--- src/hw/rtl/fcsg_pkg.sv ---
// ----------------------------------------------------------------------------
// fcsg_pkg
// Shared types, constants and helpers of the filled circle span generator.
// ----------------------------------------------------------------------------
`timescale 1ns / 1ps
`default_nettype none

package fcsg_pkg;

  localparam int CENTER_W       = 12;
  localparam int RADIUS_W       = 6;
  localparam int SPAN_W         = 14;
  localparam int OFFSET_W       = 8;
  localparam int DECISION_W     = 11;
  localparam int RESULT_CAP     = 64;
  localparam int COUNT_W        = $clog2(RESULT_CAP);
  localparam int QUEUE_DEPTH    = 2;
  localparam int DEF_MAX_RADIUS = 63;
  localparam int DEF_COORD_BITS = 12;

  typedef struct packed {
    logic [CENTER_W-1:0] center_x;
    logic [CENTER_W-1:0] center_y;
    logic [RADIUS_W-1:0] radius;
  } req_t;

  typedef struct packed {
    logic empty;
    logic full;
  } queue_status_t;

  typedef enum logic {
    WS_IDLE,
    WS_WALK
  } walk_state_t;

  function automatic logic [CENTER_W-1:0] center_mask(input int bits);
    logic [CENTER_W-1:0] m;
    for (int i = 0; i < CENTER_W; i++) begin
      m[i] = (i < bits);
    end
    return m;
  endfunction

endpackage

`default_nettype wire

--- src/hw/rtl/fcsg_front.sv ---
// ----------------------------------------------------------------------------
// fcsg_front
// Request intake: registers one request, clamps the radius and trims the
// center to the coordinate width, then hands it to the request queue.
// ----------------------------------------------------------------------------
`timescale 1ns / 1ps
`default_nettype none

module fcsg_front import fcsg_pkg::*; #(
  parameter int MAX_RADIUS = DEF_MAX_RADIUS,
  parameter int COORD_BITS = DEF_COORD_BITS
) (
  input  wire logic                clk,
  input  wire logic                rst,
  input  wire logic                req_valid,
  output logic                     req_stall,
  input  wire logic [CENTER_W-1:0] center_x,
  input  wire logic [CENTER_W-1:0] center_y,
  input  wire logic [RADIUS_W-1:0] radius,
  input  wire queue_status_t       q_status,
  output logic                     push,
  output req_t                     push_req
);

  localparam logic [CENTER_W-1:0] CMASK   = center_mask(COORD_BITS);
  localparam logic [RADIUS_W-1:0] RAD_MAX = RADIUS_W'(MAX_RADIUS);

  logic f_valid;
  logic f_valid_next;
  req_t f_req;
  logic accept;

  assign req_stall = f_valid && q_status.full;
  assign accept    = req_valid && !req_stall;
  assign push      = f_valid && !q_status.full;
  assign push_req  = f_req;

  always_comb begin
    f_valid_next = f_valid;
    if (accept) begin
      f_valid_next = 1'b1;
    end else if (push) begin
      f_valid_next = 1'b0;
    end
  end

  always_ff @(posedge clk) begin
    if (rst) begin
      f_valid <= 1'b0;
    end else begin
      f_valid <= f_valid_next;
    end
  end

  always_ff @(posedge clk) begin
    if (accept) begin
      f_req.center_x <= center_x & CMASK;
      f_req.center_y <= center_y & CMASK;
      f_req.radius   <= (radius > RAD_MAX) ? RAD_MAX : radius;
    end
  end

endmodule

`default_nettype wire

--- src/hw/rtl/fcsg_queue.sv ---
// ----------------------------------------------------------------------------
// fcsg_queue
// Short request queue between intake and the circle walker.
// ----------------------------------------------------------------------------
`timescale 1ns / 1ps
`default_nettype none

module fcsg_queue import fcsg_pkg::*; (
  input  wire logic          clk,
  input  wire logic          rst,
  input  wire logic          push,
  input  wire req_t          push_req,
  input  wire logic          pop,
  output req_t               pop_req,
  output queue_status_t      q_status
);

  localparam int PTR_W = (QUEUE_DEPTH > 1) ? $clog2(QUEUE_DEPTH) : 1;
  localparam int CNT_W = $clog2(QUEUE_DEPTH + 1);
  localparam logic [PTR_W-1:0] LAST_PTR = PTR_W'(QUEUE_DEPTH - 1);
  localparam logic [CNT_W-1:0] FULL_CNT = CNT_W'(QUEUE_DEPTH);

  req_t             slots [QUEUE_DEPTH];
  logic [PTR_W-1:0] wr_ptr;
  logic [PTR_W-1:0] rd_ptr;
  logic [CNT_W-1:0] count;
  logic [CNT_W-1:0] count_next;
  logic             do_push;
  logic             do_pop;

  assign q_status.empty = (count == '0);
  assign q_status.full  = (count == FULL_CNT);
  assign do_push        = push && !q_status.full;
  assign do_pop         = pop && !q_status.empty;
  assign pop_req        = slots[rd_ptr];

  always_comb begin
    count_next = count;
    if (do_push && !do_pop) begin
      count_next = count + CNT_W'(1);
    end else if (do_pop && !do_push) begin
      count_next = count - CNT_W'(1);
    end
  end

  always_ff @(posedge clk) begin
    if (rst) begin
      wr_ptr <= '0;
      rd_ptr <= '0;
      count  <= '0;
    end else begin
      count <= count_next;
      if (do_push) begin
        wr_ptr <= (wr_ptr == LAST_PTR) ? '0 : wr_ptr + PTR_W'(1);
      end
      if (do_pop) begin
        rd_ptr <= (rd_ptr == LAST_PTR) ? '0 : rd_ptr + PTR_W'(1);
      end
    end
  end

  always_ff @(posedge clk) begin
    if (do_push) begin
      slots[wr_ptr] <= push_req;
    end
  end

endmodule

`default_nettype wire

--- src/hw/rtl/fcsg_walker.sv ---
// ----------------------------------------------------------------------------
// fcsg_walker
// Circle walk engine: one walk step per cycle while the output register is
// free, four spans per step, results held in an output register.
// ----------------------------------------------------------------------------
`timescale 1ns / 1ps
`default_nettype none

module fcsg_walker import fcsg_pkg::*; (
  input  wire logic              clk,
  input  wire logic              rst,
  input  wire queue_status_t     q_status,
  input  wire req_t              pop_req,
  output logic                   pop,
  output logic                   span_valid,
  input  wire logic              span_stall,
  output logic [SPAN_W-1:0]      wide_left_x,
  output logic [SPAN_W-1:0]      wide_right_x,
  output logic [SPAN_W-1:0]      wide_lower_row,
  output logic [SPAN_W-1:0]      wide_upper_row,
  output logic [SPAN_W-1:0]      narrow_left_x,
  output logic [SPAN_W-1:0]      narrow_right_x,
  output logic [SPAN_W-1:0]      narrow_lower_row,
  output logic [SPAN_W-1:0]      narrow_upper_row,
  output logic                   last_step
);

  localparam logic [COUNT_W-1:0] LAST_CNT = COUNT_W'(RESULT_CAP - 1);

  walk_state_t state;
  walk_state_t state_next;

  logic [CENTER_W-1:0]          cx;
  logic [CENTER_W-1:0]          cy;
  logic [RADIUS_W-1:0]          rad;
  logic signed [OFFSET_W-1:0]   ox;
  logic signed [OFFSET_W-1:0]   oy;
  logic signed [DECISION_W-1:0] d;
  logic [COUNT_W-1:0]           n;

  logic signed [OFFSET_W-1:0]   ox_next;
  logic signed [OFFSET_W-1:0]   oy_next;
  logic signed [DECISION_W-1:0] d_next;
  logic signed [DECISION_W-1:0] two_ox;
  logic signed [DECISION_W-1:0] two_oy;
  logic signed [DECISION_W-1:0] two_rm;
  logic                         step_last;
  logic                         advance;
  logic                         out_ready;

  logic signed [SPAN_W-1:0] cx_e;
  logic signed [SPAN_W-1:0] cy_e;
  logic signed [SPAN_W-1:0] ox_e;
  logic signed [SPAN_W-1:0] oy_e;

  assign out_ready = !span_valid || !span_stall;

  // next state
  always_comb begin
    state_next = state;
    case (state)
      WS_IDLE: begin
        if (!q_status.empty) begin
          state_next = WS_WALK;
        end
      end
      WS_WALK: begin
        if (advance && step_last) begin
          state_next = WS_IDLE;
        end
      end
      default: state_next = WS_IDLE;
    endcase
  end

  // outputs of the controller
  always_comb begin
    pop     = 1'b0;
    advance = 1'b0;
    case (state)
      WS_IDLE: pop     = !q_status.empty;
      WS_WALK: advance = out_ready;
      default: begin
        pop     = 1'b0;
        advance = 1'b0;
      end
    endcase
  end

  // one walk step
  always_comb begin
    two_ox = DECISION_W'(ox) <<< 1;
    two_oy = DECISION_W'(oy) <<< 1;
    two_rm = (DECISION_W'($signed({1'b0, rad})) - DECISION_W'(oy)) <<< 1;
    ox_next = ox;
    oy_next = oy;
    if (d >= two_ox) begin
      d_next  = d - two_ox - DECISION_W'(1);
      ox_next = ox + OFFSET_W'(1);
    end else if (d < two_rm) begin
      d_next  = d + two_oy - DECISION_W'(1);
      oy_next = oy - OFFSET_W'(1);
    end else begin
      d_next  = d + two_oy - two_ox - DECISION_W'(2);
      oy_next = oy - OFFSET_W'(1);
      ox_next = ox + OFFSET_W'(1);
    end
    step_last = (oy_next < ox_next) || (n == LAST_CNT);
  end

  assign cx_e = $signed({{(SPAN_W-CENTER_W){1'b0}}, cx});
  assign cy_e = $signed({{(SPAN_W-CENTER_W){1'b0}}, cy});
  assign ox_e = SPAN_W'(ox);
  assign oy_e = SPAN_W'(oy);

  always_ff @(posedge clk) begin
    if (rst) begin
      state      <= WS_IDLE;
      span_valid <= 1'b0;
    end else begin
      state <= state_next;
      if (advance) begin
        span_valid <= 1'b1;
      end else if (!span_stall) begin
        span_valid <= 1'b0;
      end
    end
  end

  always_ff @(posedge clk) begin
    if (pop) begin
      cx  <= pop_req.center_x;
      cy  <= pop_req.center_y;
      rad <= pop_req.radius;
      ox  <= '0;
      oy  <= OFFSET_W'(pop_req.radius);
      d   <= DECISION_W'(pop_req.radius) - DECISION_W'(1);
      n   <= '0;
    end else if (advance) begin
      ox <= ox_next;
      oy <= oy_next;
      d  <= d_next;
      n  <= n + COUNT_W'(1);
    end
  end

  always_ff @(posedge clk) begin
    if (advance) begin
      wide_left_x      <= SPAN_W'(cx_e - oy_e);
      wide_right_x     <= SPAN_W'(cx_e + oy_e);
      wide_lower_row   <= SPAN_W'(cy_e + ox_e);
      wide_upper_row   <= SPAN_W'(cy_e - ox_e);
      narrow_left_x    <= SPAN_W'(cx_e - ox_e);
      narrow_right_x   <= SPAN_W'(cx_e + ox_e);
      narrow_lower_row <= SPAN_W'(cy_e + oy_e);
      narrow_upper_row <= SPAN_W'(cy_e - oy_e);
      last_step        <= step_last;
    end
  end

endmodule

`default_nettype wire

--- src/hw/rtl/filled_circle_span_generator.sv ---
// ----------------------------------------------------------------------------
// filled_circle_span_generator
// Turns circle requests into horizontal spans that fill the circle.
//
// Request channel (req_valid / req_stall): one beat carries center_x,
// center_y and radius. Span channel (span_valid / span_stall): one beat
// carries two wide and two narrow spans of one walk step; last_step marks
// the final beat of a circle. A circle of radius r gives one beat per walk
// step, at most r + 1 beats and never more than 64.
// A request passes the intake register and the request queue before the
// walker loads it. Throughput: the walker produces one span beat per cycle
// while the output beat is not stalled, and loads each request in its idle
// state before walking it, one circle at a time. A two-entry request queue lets
// new requests be taken while a circle is still being walked.
// Radii above MAX_RADIUS are clamped; centers keep their low COORD_BITS bits.
// Reset (rst, synchronous) empties the queue and drops any pending beat.
// When span_stall is high a pending span beat is held unchanged and the walk
// pauses; requests keep filling the queue until it is full.
// ----------------------------------------------------------------------------
`timescale 1ns / 1ps
`default_nettype none

module filled_circle_span_generator import fcsg_pkg::*; #(
  parameter int MAX_RADIUS = DEF_MAX_RADIUS,
  parameter int COORD_BITS = DEF_COORD_BITS
) (
  input  wire logic                clk,
  input  wire logic                rst,
  input  wire logic                req_valid,
  output logic                     req_stall,
  input  wire logic [CENTER_W-1:0] center_x,
  input  wire logic [CENTER_W-1:0] center_y,
  input  wire logic [RADIUS_W-1:0] radius,
  output logic                     span_valid,
  input  wire logic                span_stall,
  output logic [SPAN_W-1:0]        wide_left_x,
  output logic [SPAN_W-1:0]        wide_right_x,
  output logic [SPAN_W-1:0]        wide_lower_row,
  output logic [SPAN_W-1:0]        wide_upper_row,
  output logic [SPAN_W-1:0]        narrow_left_x,
  output logic [SPAN_W-1:0]        narrow_right_x,
  output logic [SPAN_W-1:0]        narrow_lower_row,
  output logic [SPAN_W-1:0]        narrow_upper_row,
  output logic                     last_step
);

  queue_status_t q_status;
  logic          push;
  req_t          push_req;
  logic          pop;
  req_t          pop_req;

  fcsg_front #(
    .MAX_RADIUS(MAX_RADIUS),
    .COORD_BITS(COORD_BITS)
  ) u_front (
    .clk      (clk),
    .rst      (rst),
    .req_valid(req_valid),
    .req_stall(req_stall),
    .center_x (center_x),
    .center_y (center_y),
    .radius   (radius),
    .q_status (q_status),
    .push     (push),
    .push_req (push_req)
  );

  fcsg_queue u_queue (
    .clk     (clk),
    .rst     (rst),
    .push    (push),
    .push_req(push_req),
    .pop     (pop),
    .pop_req (pop_req),
    .q_status(q_status)
  );

  fcsg_walker u_walker (
    .clk             (clk),
    .rst             (rst),
    .q_status        (q_status),
    .pop_req         (pop_req),
    .pop             (pop),
    .span_valid      (span_valid),
    .span_stall      (span_stall),
    .wide_left_x     (wide_left_x),
    .wide_right_x    (wide_right_x),
    .wide_lower_row  (wide_lower_row),
    .wide_upper_row  (wide_upper_row),
    .narrow_left_x   (narrow_left_x),
    .narrow_right_x  (narrow_right_x),
    .narrow_lower_row(narrow_lower_row),
    .narrow_upper_row(narrow_upper_row),
    .last_step       (last_step)
  );

endmodule

`default_nettype wire

--- config.mk ---
export PLATFORM = sky130hd
export DESIGN_NAME = filled_circle_span_generator
export DESIGN_NICKNAME = d
export VERILOG_FILES = /design/src/hw/rtl/fcsg_pkg.sv /design/src/hw/rtl/fcsg_front.sv /design/src/hw/rtl/fcsg_queue.sv /design/src/hw/rtl/fcsg_walker.sv /design/src/hw/rtl/filled_circle_span_generator.sv
export SDC_FILE = /design/constraint.sdc
export NUM_CORES = 1
export LEC_CHECK = 0
export ABC_AREA = 0
export BUFFER_PORTS_ARGS = -buffer_cell sky130_fd_sc_hd__buf_2
export CAP_MARGIN = 20
export CORE_MARGIN = 3
export CORE_UTILIZATION = 45
export DETAILED_ROUTE_END_ITERATION = 10
export GPL_TIMING_DRIVEN = 0
export PLACE_DENSITY = 0.67
export SYNTH_ARGS = -nofsm -noshare
export SYNTH_HDL_FRONTEND = slang
export SYNTH_SLANG_ARGS = --single-unit
export TNS_END_PERCENT = 1
--- constraint.sdc ---
create_clock -name clk -period 10.93 [get_ports clk]
set_clock_uncertainty 0.05 [all_clocks]
set_input_delay 0.5465 -clock clk [delete_from_list [all_inputs] [get_ports clk]]
set_output_delay 0.5465 -clock clk [all_outputs]
set_load 0.01 [all_outputs]
## Word level (Yosys, flattened, before mapping)

Memory sizes are Yosys's and may differ from the RTL's. A register that Yosys moved wholly into a read port is not among the register bits.
Cells that the tools add are included.

- Add/subtract/negate cells: 23
- Order comparisons: 4
- Eq/ne operators: 3
- Multiplexer cells: 26
- Bitwise operators: 1
- Reduce and logical (&&, ||, !) cells: 21

Operators by type and width:

| cell | number |
|---|---|
| 13-bit by 8-bit adder with 14-bit output | 4 |
| 13-bit by 8-bit subtractor with 14-bit output | 4 |
| 11-bit 2-to-1 mux | 4 |
| 8-bit 2-to-1 mux | 3 |
| 11-bit by 2-bit subtractor with 11-bit output, second input constant | 2 |
| 11-bit by 9-bit subtractor with 11-bit output | 2 |
| 1-bit 2-to-1 mux | 14 |
| 6-bit 2-to-1 mux | 2 |
| 11-bit by 9-bit adder with 11-bit output | 1 |
| 11-bit by 9-bit greater-or-equal comparator with 1-bit output | 1 |
| 11-bit < comparator | 1 |
| 11-bit by 3-bit subtractor with 11-bit output, second input constant | 1 |
| 7-bit by 8-bit subtractor with 9-bit output | 1 |
| 8-bit by 2-bit adder with 8-bit output, second input constant | 1 |
| 1-bit logical AND | 8 |
| 8-bit < comparator | 1 |
| 8-bit by 2-bit subtractor with 8-bit output, second input constant | 1 |
| 1-bit logical NOT | 7 |
| 6-bit by 1-bit subtractor with 7-bit output, second input constant | 1 |
| 6-bit by 1-bit adder with 6-bit output, second input constant | 1 |
| 6-bit equality test, second input constant | 1 |
| 6-bit > comparator, second input constant | 1 |
| 2-bit nonzero test | 3 |
| 2-bit 2-to-1 mux | 2 |
| 9 further kinds | 11 |

- Bits in registers: 213
- Bits in writable memories: 60
- Output and inout bits: 115
- Word-level logic and storage cells: 105
- Memories: 1

Memories:

| memory | words | width | read ports | clocked after Yosys merged registers in | write ports | line | text |
|---|---|---|---|---|---|---|---|
| u_queue.slots | 2 | 30 | 1 | 1 | 1 | fcsg_queue.sv:23 | `req_t slots [QUEUE_DEPTH];` |

## Logic depth before layout (Yosys ltp)

- Word-level depth: 9
- Gate-level depth with buffers: 27

## Modules after synthesis

A second synthesis with hierarchy kept.

- Cell total of the unflattened synthesis: 1363
- Area total of the unflattened synthesis: 15857.7 um^2

Modules (own cells, without submodules):

| module | instances | cells each | area an instance (um^2) | sequential area each (um^2) |
|---|---|---|---|---|
| fcsg_walker | 1 | 1203 | 12507.0 | 5044.8 |
| fcsg_queue | 1 | 118 | 2372.3 | 1901.8 |
| fcsg_front | 1 | 42 | 978.4 | 920.9 |

## Least setup slack after synthesis

OpenSTA, ideal clock, no wires.

- Path type: flip-flop to flip-flop
- Start point: reg u_walker.oy[1]
- End point: reg u_walker.last_step, data pin
- Library setup time: 265 ps
- Arrival time: 4386 ps
- Path slack: 6230 ps
- Stages on the path, launching flop included: 25
- Buffers on the path: 2
- Cells stage by stage: edfxtp_1 inv_1 ha_1 nor2b_1 o21ai_0 nand2_1 a21o_1 a21o_1 xnor2_1 ha_1 nand4_1 a21oi_1 o21ai_0 a221oi_2 or2_2 buf_6 nand2b_1 buf_2 nand3_1 xnor2_1 ha_1 nand3_1 a31o_2 nor3b_1 o21ai_0

- Word-level cells in the longest chain between the ends: 6

RTL lines:

| what | line | text |
|---|---|---|
| start, declared | fcsg_walker.sv:37 | `logic signed [OFFSET_W-1:0] oy;` |
| start signal, assigned | fcsg_walker.sv:136 | `oy <= OFFSET_W'(pop_req.radius);` |
| start signal, assigned | fcsg_walker.sv:141 | `oy <= oy_next;` |
| 7-bit by 8-bit subtractor with 9-bit output | fcsg_walker.sv:94 | `two_rm = (DECISION_W'($signed({1'b0, rad})) - DECISION_W'(oy)) <<< 1;` |
| 11-bit < comparator | fcsg_walker.sv:100 | `end else if (d < two_rm) begin` |
| 8-bit 2-to-1 mux | fcsg_walker.sv:100 |  |
| 8-bit 2-to-1 mux | fcsg_walker.sv:97 | `if (d >= two_ox) begin` |
| 8-bit < comparator * | fcsg_walker.sv:108 | `step_last = (oy_next < ox_next) \|\| (n == LAST_CNT);` |
| 1-bit logical OR * | fcsg_walker.sv:108 |  |
| named net u_walker.step_last | fcsg_walker.sv:47 | `logic step_last;` |
| end signal, assigned | fcsg_walker.sv:157 | `last_step <= step_last;` |
| end, declared | fcsg_walker.sv:25 | `output logic last_step` |

Mark *: on every way through the listed nets, which the timed path passes. The rest lies on a longest branch.
A chain may end at the register's enable or synchronous reset.

## Worst setup path in the final report

Same ends and word-level chain as after synthesis.

==> metrics.yaml <==
run_status:
  status: "finished, final reports clean"
synth:
  synth_top_area_share_pct: 46.5
  syn_area_per_cell_um2: 11.4
  synth-seq-area-share_pct: 49.5
  ys.flop_type: "edfxtp_1"
  synth_nets: 1606
  yosysWarnings: 0
  synth.area.top_cells: "edfxtp_1 (46%), ha_1 (13%), xnor2_1 (6.1%)"
  synth_area_leader_cell: "edfxtp_1"
  synth.ff_latch_count: 270
  netlist_area_um2: 15900
  synthArstFlopShare_pct: 0
  synth-edff-count: 246
  synthDistinctLibCells: 69
  postSynthCellCount: 1392
worst_setup_path:
  critical_path.max_fanout: 10
  cp-start-kind: "flip-flop"
  path_delay_family: "compound AO/OA/AOI/OAI gates"
  worstSetupPathType: "reg -> reg"
  r2r_start: "u_walker.oy[1]"
  crit_required_ns: 11.18
  cp_num_buf_inv: 3
  r2r_end: "u_walker.last_step"
  crit_slowest_cell: "edfxtp_1"
  arrival_ns: 6.31
  reg2reg_slack_ns: 4.87
  path_cells: "inv_1, ha_1, nor2b_1, o21ai_0, nand2_1, a21o_1, a21o_1, xnor2_1, ha_1, nand4_1, a21oi_1, o21ai_0, a221oi_2, or2_2, buf_6, nand2b_1, buf_2, nand3_1, xnor2_1, ha_1, nand3_1, a31o_2, nor3b_1, o21ai_0"
  setup.worst_path.end_class: "flip-flop"
  cpPeakStageDelay_ns: 0.76
  reg2reg_depth: 24
hold_path:
  hp-start: "radius[1]"
  hp-class: "in -> reg"
  worstHoldEndpoint: "u_front.push_req[1]"
  holdPathStages: 1
clocking:
  postCtsSetupBuffers: 0
  numCtsBuffers: 28
  cts_resized: 0
  clkLatencyLatePin_ns: 0.57
  cts_buffer_depth: 3
  postCtsHoldBufs: 0
  clkTransAtPathRegs_ns: 0.06
  cts_sinks: 270
  clockRootBuffer: "clkbuf_16"
  cts_tree: "built"
  htree_levels: 1
place:
  hpwlAfterDp_mm: 29.0
  place_ws_ns: 4.91
  place_area_um2: 17300
  numPortBuffers: 141
  gp_congestion: 0.926
  place_inst: 1994
sta:
  maxSlewHeadroom_pct: 36.6
  layout_setup_ws_ns: 4.87
  max_clock_freq_ghz: 0.165
  setup_viol: 0
  tightest_slew_ns: 0.950
  period_needed_ns: 6.06
  finalHoldViolCount: 0
  rsz0062_at_grt: "no"
  drv_slew: 0
  fin_tns_setup_ns: 0
  period_share_pct: 55.5
global_route:
  grt_max_degree: 42
  antenna_found_initial: 0
  grt_pass1_vias: 10900
  grt_usage_pct: 20.1
  grt_overflow_total: 0
  grt_pass1_wl_mm: 59.8
route:
  detail_route.wl_per_cell_um: 19.0
  vias_per_cell: 5.42
  vias: 11100
  drt-initial-drc-count: 766
  drc: 0
  first_pass_iters: 5
  routed_wl_mm: 38.9
  ant_nets: 0
cells_and_area:
  finalNonFillerCells: 2046
  design_area_um2: 18300
  nNetsFinal: 1783
  drive_above_1_share_pct: 16.3
  area_delta_synth_final_pct: 15.2
  fillers: 2992
  diodes: 0
floorplanning:
  ios: 149
  initial_core_util_pct: 45.8
  core-area_um2: 34700
  row_count: 68
  fp.dieH_um: 194
  die_area_um2: 37600
  die_w_um: 194
job:
  maxCapViolCount: 0
==> logic make-up (layout without fill, tap and decap cells) <==
| family | count (synthesis) | after routing | synth area share (%) |
|---|---|---|---|
| fa+ha+maj | 180 | 180 | 14.7 |
| compound gates | 294 | 294 | 11.6 |
| mux | 39 | 39 | 2.76 |
| flops | 270 | 270 | 49.5 |
| buf+inv | 160 | 359 | 4.00 |
| xor+xnor | 148 | 148 | 8.21 |
| simple gates | 301 | 301 | 9.20 |
==> final cells by class <==
| type | count | area [um2] | area share [%] |
|---|---|---|---|
| sequential | 270 | 7870 | 43.0 |
| multi-input combinational | 962 | 7400 | 40.4 |
| timing repair buffer | 147 | 823 | 4.50 |
| clock buffer | 35 | 757 | 4.14 |
| tap | 455 | 569 | 3.11 |
| inverter | 122 | 458 | 2.50 |
| clock inverter | 17 | 246 | 1.35 |
| buffer | 38 | 180 | 0.985 |
==> metrics by stage <==
stage	hold WS, ns	util, %
floorplan	0.371	-
CTS	0.0723	52.7
detailed placement	0.382	49.8
finish	0.0949	52.7
global placement	0.374	49.4
global route	0.0767	52.7
==> worst max path at each step <==
stage                        start            endpoint  slack [ns]  cells past startpoint
global placement        span_stall       u_walker.n[1]        4.84                      6
CTS                 u_walker.oy[1]  u_walker.last_step        4.92                     24
finish              u_walker.oy[1]  u_walker.last_step        4.87                     24
detailed placement  u_walker.oy[1]  u_walker.last_step        4.91                     24
floorplan           u_walker.oy[1]  u_walker.last_step        6.23                     24
global route        u_walker.ox[7]  u_walker.last_step        4.48                     16
==> routing by layer <==
layer,GRT usage (%),vias up,share of wire [%]
li1,-,5360,-
met1,28.4,5257,44
met2,32.1,400,44
met3,2.68,79,7.2
met4,7.37,0,4.1
met5,0,-,0
==> sequential cells by signal (all words and copies together) (netlist names), 2 cells and up, named ones only <==
register                   count
u_queue.slots                 60
u_walker.oy                    8
u_walker.narrow_upper_row     13
u_walker.narrow_right_x       14
u_walker.cx                   12
u_front.push_req              30
u_walker.cy                   12
u_walker.narrow_left_x        13
u_walker.rad                   6
u_walker.d                    11
u_walker.wide_right_x         14
u_walker.ox                    8
u_walker.n                     6
u_walker.narrow_lower_row     14
u_walker.wide_left_x          13
u_queue.count                  2
u_walker.wide_upper_row       14
u_walker.wide_lower_row       13
==> cells in the mapped netlist, types with 6 or more instances <==
cell type and instances:
a211oi_1 7, a21boi_0 8, a21o_1 21, a21oi_1 116, a31oi_1 9, and2_1 6, and3_1 9, buf_1 6
clkbuf_1 22, dfxtp_1 24, edfxtp_1 246, fa_1 12, ha_1 168, inv_1 118, mux2_2 34, nand2_1 50
nand2b_1 17, nand3_1 22, nand4_1 8, nor2_1 95, nor2b_1 28, nor3_1 35, o2111ai_1 7, o211ai_1 6
o21a_1 9, o21ai_0 50, o21bai_1 8, o22ai_1 6, o31ai_1 7, or2_2 9, or3_1 9, xnor2_1 111
xor2_1 36
==> layout by cell type, fill, tap and decap left out, types with 28 or more instances in the layout <==
cell type / instances
nor3_1: 35
clkbuf_16: 28
a21oi_1: 116
o21ai_0: 50
nor2_1: 94
edfxtp_1: 246
inv_1: 118
ha_1: 168
nand2_1: 50
mux2_2: 34
xor2_1: 36
xnor2_1: 111
buf_2: 146
Power is not shown: default switching activity piles up to over one toggle a cycle in this logic, so the estimate is an artifact.
